===== src/design/prc_pkg.sv =====
// Package for the packet rule classifier: payload structs, cause codes and
// protocol numbers. No dependencies.
`timescale 1ns / 1ps

package prc_pkg;

  localparam int unsigned CountW = 7;
  localparam int unsigned IndexW = 6;
  localparam int unsigned HitW   = 7;

  // op codes
  localparam logic OP_CLASSIFY = 1'b0;
  localparam logic OP_WRITE    = 1'b1;

  // verdicts
  localparam logic VERDICT_ACCEPT = 1'b0;
  localparam logic VERDICT_DROP   = 1'b1;

  // cause codes
  localparam logic [2:0] CAUSE_NONE      = 3'd0;
  localparam logic [2:0] CAUSE_WHITELIST = 3'd1;
  localparam logic [2:0] CAUSE_UNKNOWN   = 3'd2;
  localparam logic [2:0] CAUSE_DROP      = 3'd3;
  localparam logic [2:0] CAUSE_WRITE     = 3'd4;

  localparam logic [HitW-1:0] NO_HIT = 7'd64;

  // IP protocol numbers
  localparam logic [7:0] PROTO_ANY  = 8'd0;
  localparam logic [7:0] PROTO_ICMP = 8'd1;
  localparam logic [7:0] PROTO_IGMP = 8'd2;
  localparam logic [7:0] PROTO_TCP  = 8'd6;
  localparam logic [7:0] PROTO_EGP  = 8'd8;
  localparam logic [7:0] PROTO_UDP  = 8'd17;
  localparam logic [7:0] PROTO_IPV6 = 8'd41;
  localparam logic [7:0] PROTO_OSPF = 8'd89;

  // ICMP types
  localparam logic [7:0] ICMP_ECHO_REPLY = 8'd0;
  localparam logic [7:0] ICMP_ECHO_REQ   = 8'd8;

  typedef struct packed {
    logic              op;
    logic [IndexW-1:0] rule_index;
    logic [7:0]        protocol;
    logic [31:0]       src_addr;
    logic [31:0]       dst_addr;
    logic [15:0]       src_port;
    logic [15:0]       dst_port;
    logic [7:0]        icmp_type;
    logic              whitelist;
  } in_item_t;

  typedef struct packed {
    logic            verdict;
    logic [2:0]      cause;
    logic [HitW-1:0] rule_hit;
  } out_item_t;

  // one slot of the cell chain
  typedef struct packed {
    logic      valid;
    in_item_t  item;
    logic      decided;
    out_item_t res;
  } stage_t;

endpackage


===== src/design/prc_cell.sv =====
// One rule cell: holds a single rule and checks the transaction passing by.
// Depends on prc_pkg.
`timescale 1ns / 1ps

module prc_cell import prc_pkg::*; #(
  parameter int unsigned CELL_IDX = 0
) (
  input  logic              clk,
  input  logic              rst_n,
  input  logic              adv,
  input  logic [CountW-1:0] rule_count,
  input  stage_t            st_in,
  output stage_t            st_out
);

  localparam logic [HitW-1:0] HIT_CODE = HitW'(CELL_IDX);

  logic        kind_r;
  logic [7:0]  proto_r;
  logic [31:0] sa_r;
  logic [31:0] da_r;
  logic [15:0] sp_r;
  logic [15:0] dp_r;
  stage_t      st_r;
  stage_t      st_nxt;

  logic is_write;
  logic active;
  logic cross_ok;
  logic straight_ok;
  logic port_ok;
  logic hit;
  logic unknown;

  assign is_write = st_in.valid && (st_in.item.op == OP_WRITE) &&
                    (32'(st_in.item.rule_index) == CELL_IDX);
  assign active   = 32'(rule_count) > CELL_IDX;

  // zero in a rule field is a wildcard
  assign cross_ok    = ((sa_r == '0) || (sa_r == st_in.item.dst_addr)) &&
                       ((da_r == '0) || (da_r == st_in.item.src_addr));
  assign straight_ok = ((sa_r == '0) || (sa_r == st_in.item.src_addr)) &&
                       ((da_r == '0) || (da_r == st_in.item.dst_addr));
  assign port_ok     = ((sp_r == '0) || (sp_r == st_in.item.src_port)) &&
                       ((dp_r == '0) || (dp_r == st_in.item.dst_port));

  always_comb begin
    hit     = 1'b0;
    unknown = 1'b0;
    if (proto_r == PROTO_ANY) begin
      hit = cross_ok;
    end else if (proto_r == st_in.item.protocol) begin
      case (proto_r) inside
        PROTO_ICMP: begin
          if (st_in.item.icmp_type == ICMP_ECHO_REPLY) begin
            hit = cross_ok;
          end else if (st_in.item.icmp_type == ICMP_ECHO_REQ) begin
            hit = straight_ok;
          end
        end
        PROTO_TCP, PROTO_UDP: hit = straight_ok && port_ok;
        PROTO_IGMP, PROTO_EGP, PROTO_IPV6, PROTO_OSPF: hit = cross_ok;
        default: unknown = 1'b1;
      endcase
    end
  end

  always_comb begin
    st_nxt = st_in;
    if (st_in.valid && !st_in.decided && (st_in.item.op == OP_CLASSIFY) && active) begin
      if (kind_r && (da_r == st_in.item.dst_addr)) begin
        st_nxt.decided = 1'b1;
        st_nxt.res     = '{verdict: VERDICT_ACCEPT, cause: CAUSE_WHITELIST,
                           rule_hit: HIT_CODE};
      end else if (unknown) begin
        st_nxt.decided = 1'b1;
        st_nxt.res     = '{verdict: VERDICT_ACCEPT, cause: CAUSE_UNKNOWN,
                           rule_hit: HIT_CODE};
      end else if (hit) begin
        st_nxt.decided = 1'b1;
        st_nxt.res     = '{verdict: VERDICT_DROP, cause: CAUSE_DROP,
                           rule_hit: HIT_CODE};
      end
    end
  end

  // rule storage, no reset: slots are defined once written
  always_ff @(posedge clk) begin
    if (adv && is_write) begin
      kind_r  <= st_in.item.whitelist;
      proto_r <= st_in.item.protocol;
      sa_r    <= st_in.item.src_addr;
      da_r    <= st_in.item.dst_addr;
      sp_r    <= st_in.item.src_port;
      dp_r    <= st_in.item.dst_port;
    end
  end

  always_ff @(posedge clk) begin
    if (!rst_n) begin
      st_r.valid <= 1'b0;
    end else if (adv) begin
      st_r <= st_nxt;
    end
  end

  assign st_out = st_r;

endmodule


===== config.mk =====
export PLATFORM = sky130hd
export DESIGN_NAME = prc_cell
export DESIGN_NICKNAME = d
export VERILOG_FILES = /design/src/design/prc_pkg.sv /design/src/design/prc_cell.sv
export SDC_FILE = /design/constraint.sdc
export NUM_CORES = 1
export LEC_CHECK = 0
export ABC_AREA = 1
export BUFFER_PORTS_ARGS = -buffer_cell sky130_fd_sc_hd__buf_2
export CORE_AREA = 8 8 221 139
export CTS_BUF_LIST = sky130_fd_sc_hd__clkbuf_8
export DETAILED_ROUTE_END_ITERATION = 12
export DIE_AREA = 0 0 229 147
export PLACE_DENSITY = 0.71
export SLEW_MARGIN = 10
export SYNTH_ARGS = -nofsm -noshare
export SYNTH_HDL_FRONTEND = slang
export SYNTH_SLANG_ARGS = --single-unit

===== constraint.sdc =====
create_clock -name clk -period 32.4 [get_ports clk]
set_input_delay 8.1 -clock clk [delete_from_list [all_inputs] [get_ports clk]]
set_output_delay 8.1 -clock clk [all_outputs]
set_load 0.03 [all_outputs]

==> impl_metrics.yaml, run 1 <==
clocking:
  ctsResizeCount: 0
  htreeDepth: 2
  postCtsSetupBuffers: 0
  clk_latency_ns: 0.54
  root_buffer: "clkbuf_8"
  clock_path_buffers: 3
  clkTransAtPathRegs_ns: 0.06
  cts_tree: "yes"
  numCtsBuffers: 38
  cts_sinks: 238
  holdBufCountCts: 0
floorplanning:
  core_region_area_sq_um: 27700
  start_util_pct: 36.8
  die_w_um: 229
  fp.dieH_um: 147
  rows: 48
  ios: 276
  die_area_sq_um: 33700
timing:
  fmax_mhz: 99.0
  maxSlewHeadroom_pct: 33.5
  drv_slew: 0
  setup_viol: 0
  skew_ns: 0.0291
  period_share_pct: 31.2
  grt_setup_unrepaired: "false"
  tns_ns: 0
  worst_slew_pin_slew_ns: 0.998
  hold_violations: 0
  period_minus_slack_ns: 10.10
synth:
  synthTopCellsByCount: "237 x edfxtp_1, 213 x nand2_1, 106 x xnor2_1"
  yosys_warnings: 0
  syn_avg_cell_area_sq_um: 12.3
  synth_cell_types: 24
  ys_dominant_reg_cell: "edfxtp_1"
  ys_seq_elements: 238
  synthCells: 832
  synthArstFlopShare_pct: 0
  synthesis.nets: 975
  synth-seq-area-share_pct: 69.9
  synth-edff-count: 237
  synth_top_area_share_pct: 69.7
  yosys.area.top_type: "edfxtp_1"
  synthTopCellsByArea: "edfxtp_1 70%, xnor2_1 9.1%, nand2_1 7.8%"
  synth.most_common_cell: "edfxtp_1"
  syn-cell-area_sq_um: 10200
critical_path:
  r2r_setup_slack_ns: 29.90
  worstReg2RegStart: "proto_r[2]"
  worst_setup_path_end_kind: "register"
  cp_common_cell: "buf_4"
  critPathSlowestCell: "buf_4"
  required_ns: 32.53
  reg2reg_depth: 12
  cpLargestDelayFamily: "buffers and inverters"
  worstPathCellList: "buf_2 -> nand2_1 -> or4_1 -> nor4_2 -> buf_4 -> buf_4"
  slowest_delay_ns: 0.79
  crit_fanout: 73
  rr_endpoint: "st_out[9]"
  worstSetupStartpointType: "input port"
  worst_ep_arrival_time_ns: 10.24
  path_buf_inv: 3
  crit_type: "input port to register"
hold_path:
  holdPathStages: 2
  hold_end: "st_out[132]"
  hp-class: "register to register"
  worstHoldStart: "st_out[132]"
drt:
  via_per_inst: 4.49
  drt-total-wl_mm: 26.1
  avgRoutedWirePerCell_um: 16.8
  drtPass1Iterations: 7
  drt_iter0_drc: 370
  route.detailed.drc: 0
  ant_nets: 0
  vias: 6974
power:
  p_int_w: 0.000492
  p_switching_w: 0.000170
  power.density_nw_per_um2: 51.9
  clockPowerShare_pct: 35.8
  p_seq_share_pct: 53.6
  p_comb_share_pct: 10.6
  power.leakage_nw: 5.13
  ir_drop_uv: 45.4
  switching_share_pct: 25.7
global_route:
  antenna_found_initial: 4
  grt_util_all_layers_pct: 14.9
  grt_pass1_vias: 7046
  grt_first_pass_wirelength_mm: 39.8
  gr-total-overflow: 0
  grt_max_degree: 76
placement:
  dp_hpwl_mm: 19.7
  place_congestion: 0.821
  dpl-instance-area_sq_um: 12100
  io_buffers: 275
finish:
  syn2layout_area_growth_pct: 25.0
  layout-drive-gt1-share_pct: 28.8
  seqCellArea_sq_um: 7140
  finalNetCount: 1293
  stdcell_area_sq_um: 12800
  diodes: 0
  multi_input_area_sq_um: 2790
  utilization_pct: 46.0
  nFillCells: 2588
job:
  maxCapViolations: 0
status:
  outcome: "finished, final reports clean"
## cell usage in the layout (no fill, tap or decap), types with 3 or more instances in the layout
master	instances
clkinv_2	10
inv_1	86
clkinv_1	8
or2_2	4
xnor2_1	106
o21ai_0	4
buf_2	275
nor3_1	10
nand4_1	9
nand3_1	11
nor2_1	95
edfxtp_1	237
nand2_2	3
nand2_1	213
xor2_1	27
buf_4	3
clkbuf_8	38
nor4_1	18
## power by group through the flow
| stage | Combinational, W | Clock (W) | Sequential [W] |
|---|---|---|---|
| finish | 0.0000703 | 0.000237 | 0.000355 |
| global route | 0.0000758 | 0.000259 | 0.000356 |
| CTS | 0.0000716 | 0.000247 | 0.000355 |
| detailed placement | 0.0000715 | 0 | 0.000361 |
| global placement | 0.0000705 | 0 | 0.000361 |
| floorplan | 0.0000155 | 0 | 0.000386 |
## per-stage QoR
| step | setup slack (ns) | std cells | hold slack (ns) | power, W |
|---|---|---|---|---|
| 5_1_grt | 22.20 | 1552 | 0.514 | 0.000690 |
| 3_3_place_gp | 21.78 | 1485 | 0.469 | 0.000431 |
| 6_report | 22.30 | 1552 | 0.493 | 0.000662 |
| 2_1_floorplan | 13.04 | 832 | 0.593 | 0.000401 |
| 4_1_cts | 22.32 | 1552 | 0.498 | 0.000673 |
| 3_5_place_dp | 21.75 | 1485 | 0.489 | 0.000433 |
## kinds of logic (layout without fill, tap and decap cells)
family | after synthesis | count (layout) | synth area share, %
xor gates and xnor gates | 133 | 133 | 11.4
and+or+nand+nor | 371 | 371 | 15.1
DFF | 238 | 238 | 69.9
buffers and inverters | 78 | 423 | 2.87
AOI/OAI and AO/OA | 12 | 12 | 0.772
## how the worst max path moves through the flow
stage / startpoint / to / cells after the start
4_1_cts: adv / da_r[25] / 6
2_1_floorplan: st_in[125] / da_r[0] / 2
3_5_place_dp: adv / proto_r[6] / 6
6_report: adv / da_r[28] / 6
3_3_place_gp: adv / proto_r[4] / 6
5_1_grt: adv / da_r[28] / 6
## registers in the layout (all words and copies together), names as in the netlist
signal and cells:
dp_r 16, proto_r 8, da_r 32, sa_r 32, sp_r 16, kind_r 1
st_out 133
## area by class of cell
type,instances,share of cell area [%]
multi-input combinational,516,21.9
inverter,78,2.33
clock buffer,38,4.09
clock inverter,29,1.20
tap,375,3.67
sequential,238,55.9
timing repair buffer,278,11.0
## metal layers
layer,GRT usage (%),routed length [um],up-vias
li1,-,-,3431
met2,23.2,11700,247
met1,19.7,11600,3244
met3,5.47,2270,44
met5,0,50,-
met4,3.88,473,8
## tightest hold or removal path, delay by kind of cell (launching register included)
family             cells  cell delay (ns)
DFF                    1             0.31
AOI/OAI and AO/OA      1             0.08
and+or+nand+nor        1             0.06
Power figures use the tool's default switching activity.
==> run 2, diff against run 1 <==
==> constraint.sdc (replaced) <==
create_clock -name clk -period 9.6 [get_ports clk]
set_input_delay 2.4 -clock clk [delete_from_list [all_inputs] [get_ports clk]]
set_output_delay 2.4 -clock clk [all_outputs]
set_load 0.03 [all_outputs]
==> impl_metrics.yaml, run 2 (synthesis gave the netlist of run 1 again) <==
timing:
  fmax_mhz: 228
  skew_ns: 0.0144
  maxSlewHeadroom_pct: 35.9
  drv_slew: 0
  tns_ns: 0
  period_share_pct: 45.7
  hold_violations: 0
  setup_slack_ns: 5.22
  period_minus_slack_ns: 4.38
  worst_slew_pin_slew_ns: 0.961
  setup_viol: 0
  grt_setup_unrepaired: "false"
drt:
  route.detailed.drc: 0
  drtPass1Iterations: 7
  via_per_inst: 4.49
  avgRoutedWirePerCell_um: 16.7
  vias: 6967
  drt-total-wl_mm: 26.0
  drt_iter0_drc: 441
  ant_nets: 0
floorplanning:
  die_w_um: 229
  fp.dieH_um: 147
  start_util_pct: 36.8
  core_region_area_sq_um: 27700
  ios: 276
  die_area_sq_um: 33700
  rows: 48
finish:
  nFillCells: 2610
  final_cell_mix: "275 x buf_2, 237 x edfxtp_1, 213 x nand2_1"
  multi_input_area_sq_um: 2800
  stdcell_area_sq_um: 12900
  diodes: 0
  syn2layout_area_growth_pct: 25.8
  layout-drive-gt1-share_pct: 28.6
  largest_reg_flops: 133
  final_cells: 1552
  seqCellArea_sq_um: 7140
  layout_commonest_cell: "buf_2"
  finalNetCount: 1293
critical_path:
  crit_fanout: 73
  worstPathCellList: "buf_2 -> nand2_1 -> or4_1 -> nor4_4 -> buf_4 -> buf_4"
  cpLargestDelayFamily: "buffers and inverters"
  slowest_delay_ns: 0.84
  crit_type: "input port to register"
  worstSetupStartpointType: "input port"
  path_buf_inv: 3
  critPathSlowestCell: "buf_4"
  worst_ep_arrival_time_ns: 4.52
  required_ns: 9.74
  worst_setup_path_end_kind: "register"
  cp_common_cell: "buf_4"
placement:
  placedCellCount: 1485
  dp_slack_ns: 4.64
  dp_hpwl_mm: 20.0
  io_buffers: 275
  place_congestion: 0.802
  dpl-instance-area_sq_um: 12100
power:
  clockPowerShare_pct: 37.9
  p_seq_share_pct: 51.8
  switching_share_pct: 24.7
  power_w: 0.00231
  p_switching_w: 0.000572
  power.leakage_nw: 5.16
  power.density_nw_per_um2: 180
  ir_drop_uv: 101
  p_int_w: 0.00174
  p_comb_share_pct: 10.3
status:
  outcome: "finished, final reports clean"
clocking:
  numCtsBuffers: 38
  postCtsSetupBuffers: 0
  clkTransAtPathRegs_ns: 0.06
  ctsResizeCount: 0
  clock_path_buffers: 3
  cts_tree: "yes"
  root_buffer: "clkbuf_8"
  cts_sinks: 238
  htreeDepth: 2
  clk_latency_ns: 0.53
  holdBufCountCts: 0
job:
  maxCapViolations: 0
global_route:
  gr-total-overflow: 0
  grt_first_pass_wirelength_mm: 40.1
  grt_max_degree: 74
  grt_util_all_layers_pct: 15.0
  grt_pass1_vias: 7237
  antenna_found_initial: 5
hold_path:
  hp-class: "register to register"
==> run 2: cell count changes in the layout (fill, tap and decap cells not counted), sizes merged <==
cell | previous run | this run
inv | 88 | 89
clkinv | 18 | 14
bufinv | 1 | 4
==> run 2: power by group through the flow <==
| stage | Combinational, W | Sequential, W | Clock [W] |
|---|---|---|---|
| detailed placement | 0.000241 | 0.00122 | 0 |
| finish | 0.000238 | 0.00120 | 0.000877 |
| CTS | 0.000242 | 0.00120 | 0.000909 |
| global placement | 0.000239 | 0.00122 | 0 |
| floorplan | 0.0000524 | 0.00130 | 0 |
| global route | 0.000257 | 0.00120 | 0.000947 |
==> run 2: stage by stage <==
stage / hold WS, ns / utilization, %
after floorplan: 0.593 / -
after detailed placement: 0.464 / 43.6
after global routing: 0.512 / 46.3
after global placement: 0.482 / 43.6
after CTS: 0.474 / 46.3
final: 0.469 / 46.3
==> run 2: worst paths after layout <==
kind,startpoint,end,slack [ns],depth (start not counted)
worst max-delay path,adv,sa_r[28],5.22,6
worst min-delay path,st_out[132],st_out[132],0.47,2
worst max register to register,sa_r[0],st_out[9],7.08,16
worst min register to register,st_out[132],st_out[132],0.47,2
==> run 2: cell type report <==
cell class	count	share of cell area (%)
sequential	238	55.5
clock inverter	29	1.75
multi-input combinational	516	21.8
timing repair buffer	278	10.9
tap	375	3.65
clock buffer	38	4.07
inverter	78	2.32
==> run 2: routing by layer <==
layer  global-route usage, %  wire, um  vias up
met5                       0        54        -
met4                    3.84       466        8
met3                    5.20      1960       48
met2                    23.7     11700      219
met1                    19.7     11800     3259
li1                        -         -     3433
==> run 2: worst register-to-register path, delay by kind of cell, from the launching register on <==
| family | cells | cell delay (ns) |
|---|---|---|
| simple gates | 15 | 1.76 |
| flops | 1 | 0.43 |
| buf+inv | 1 | 0.10 |
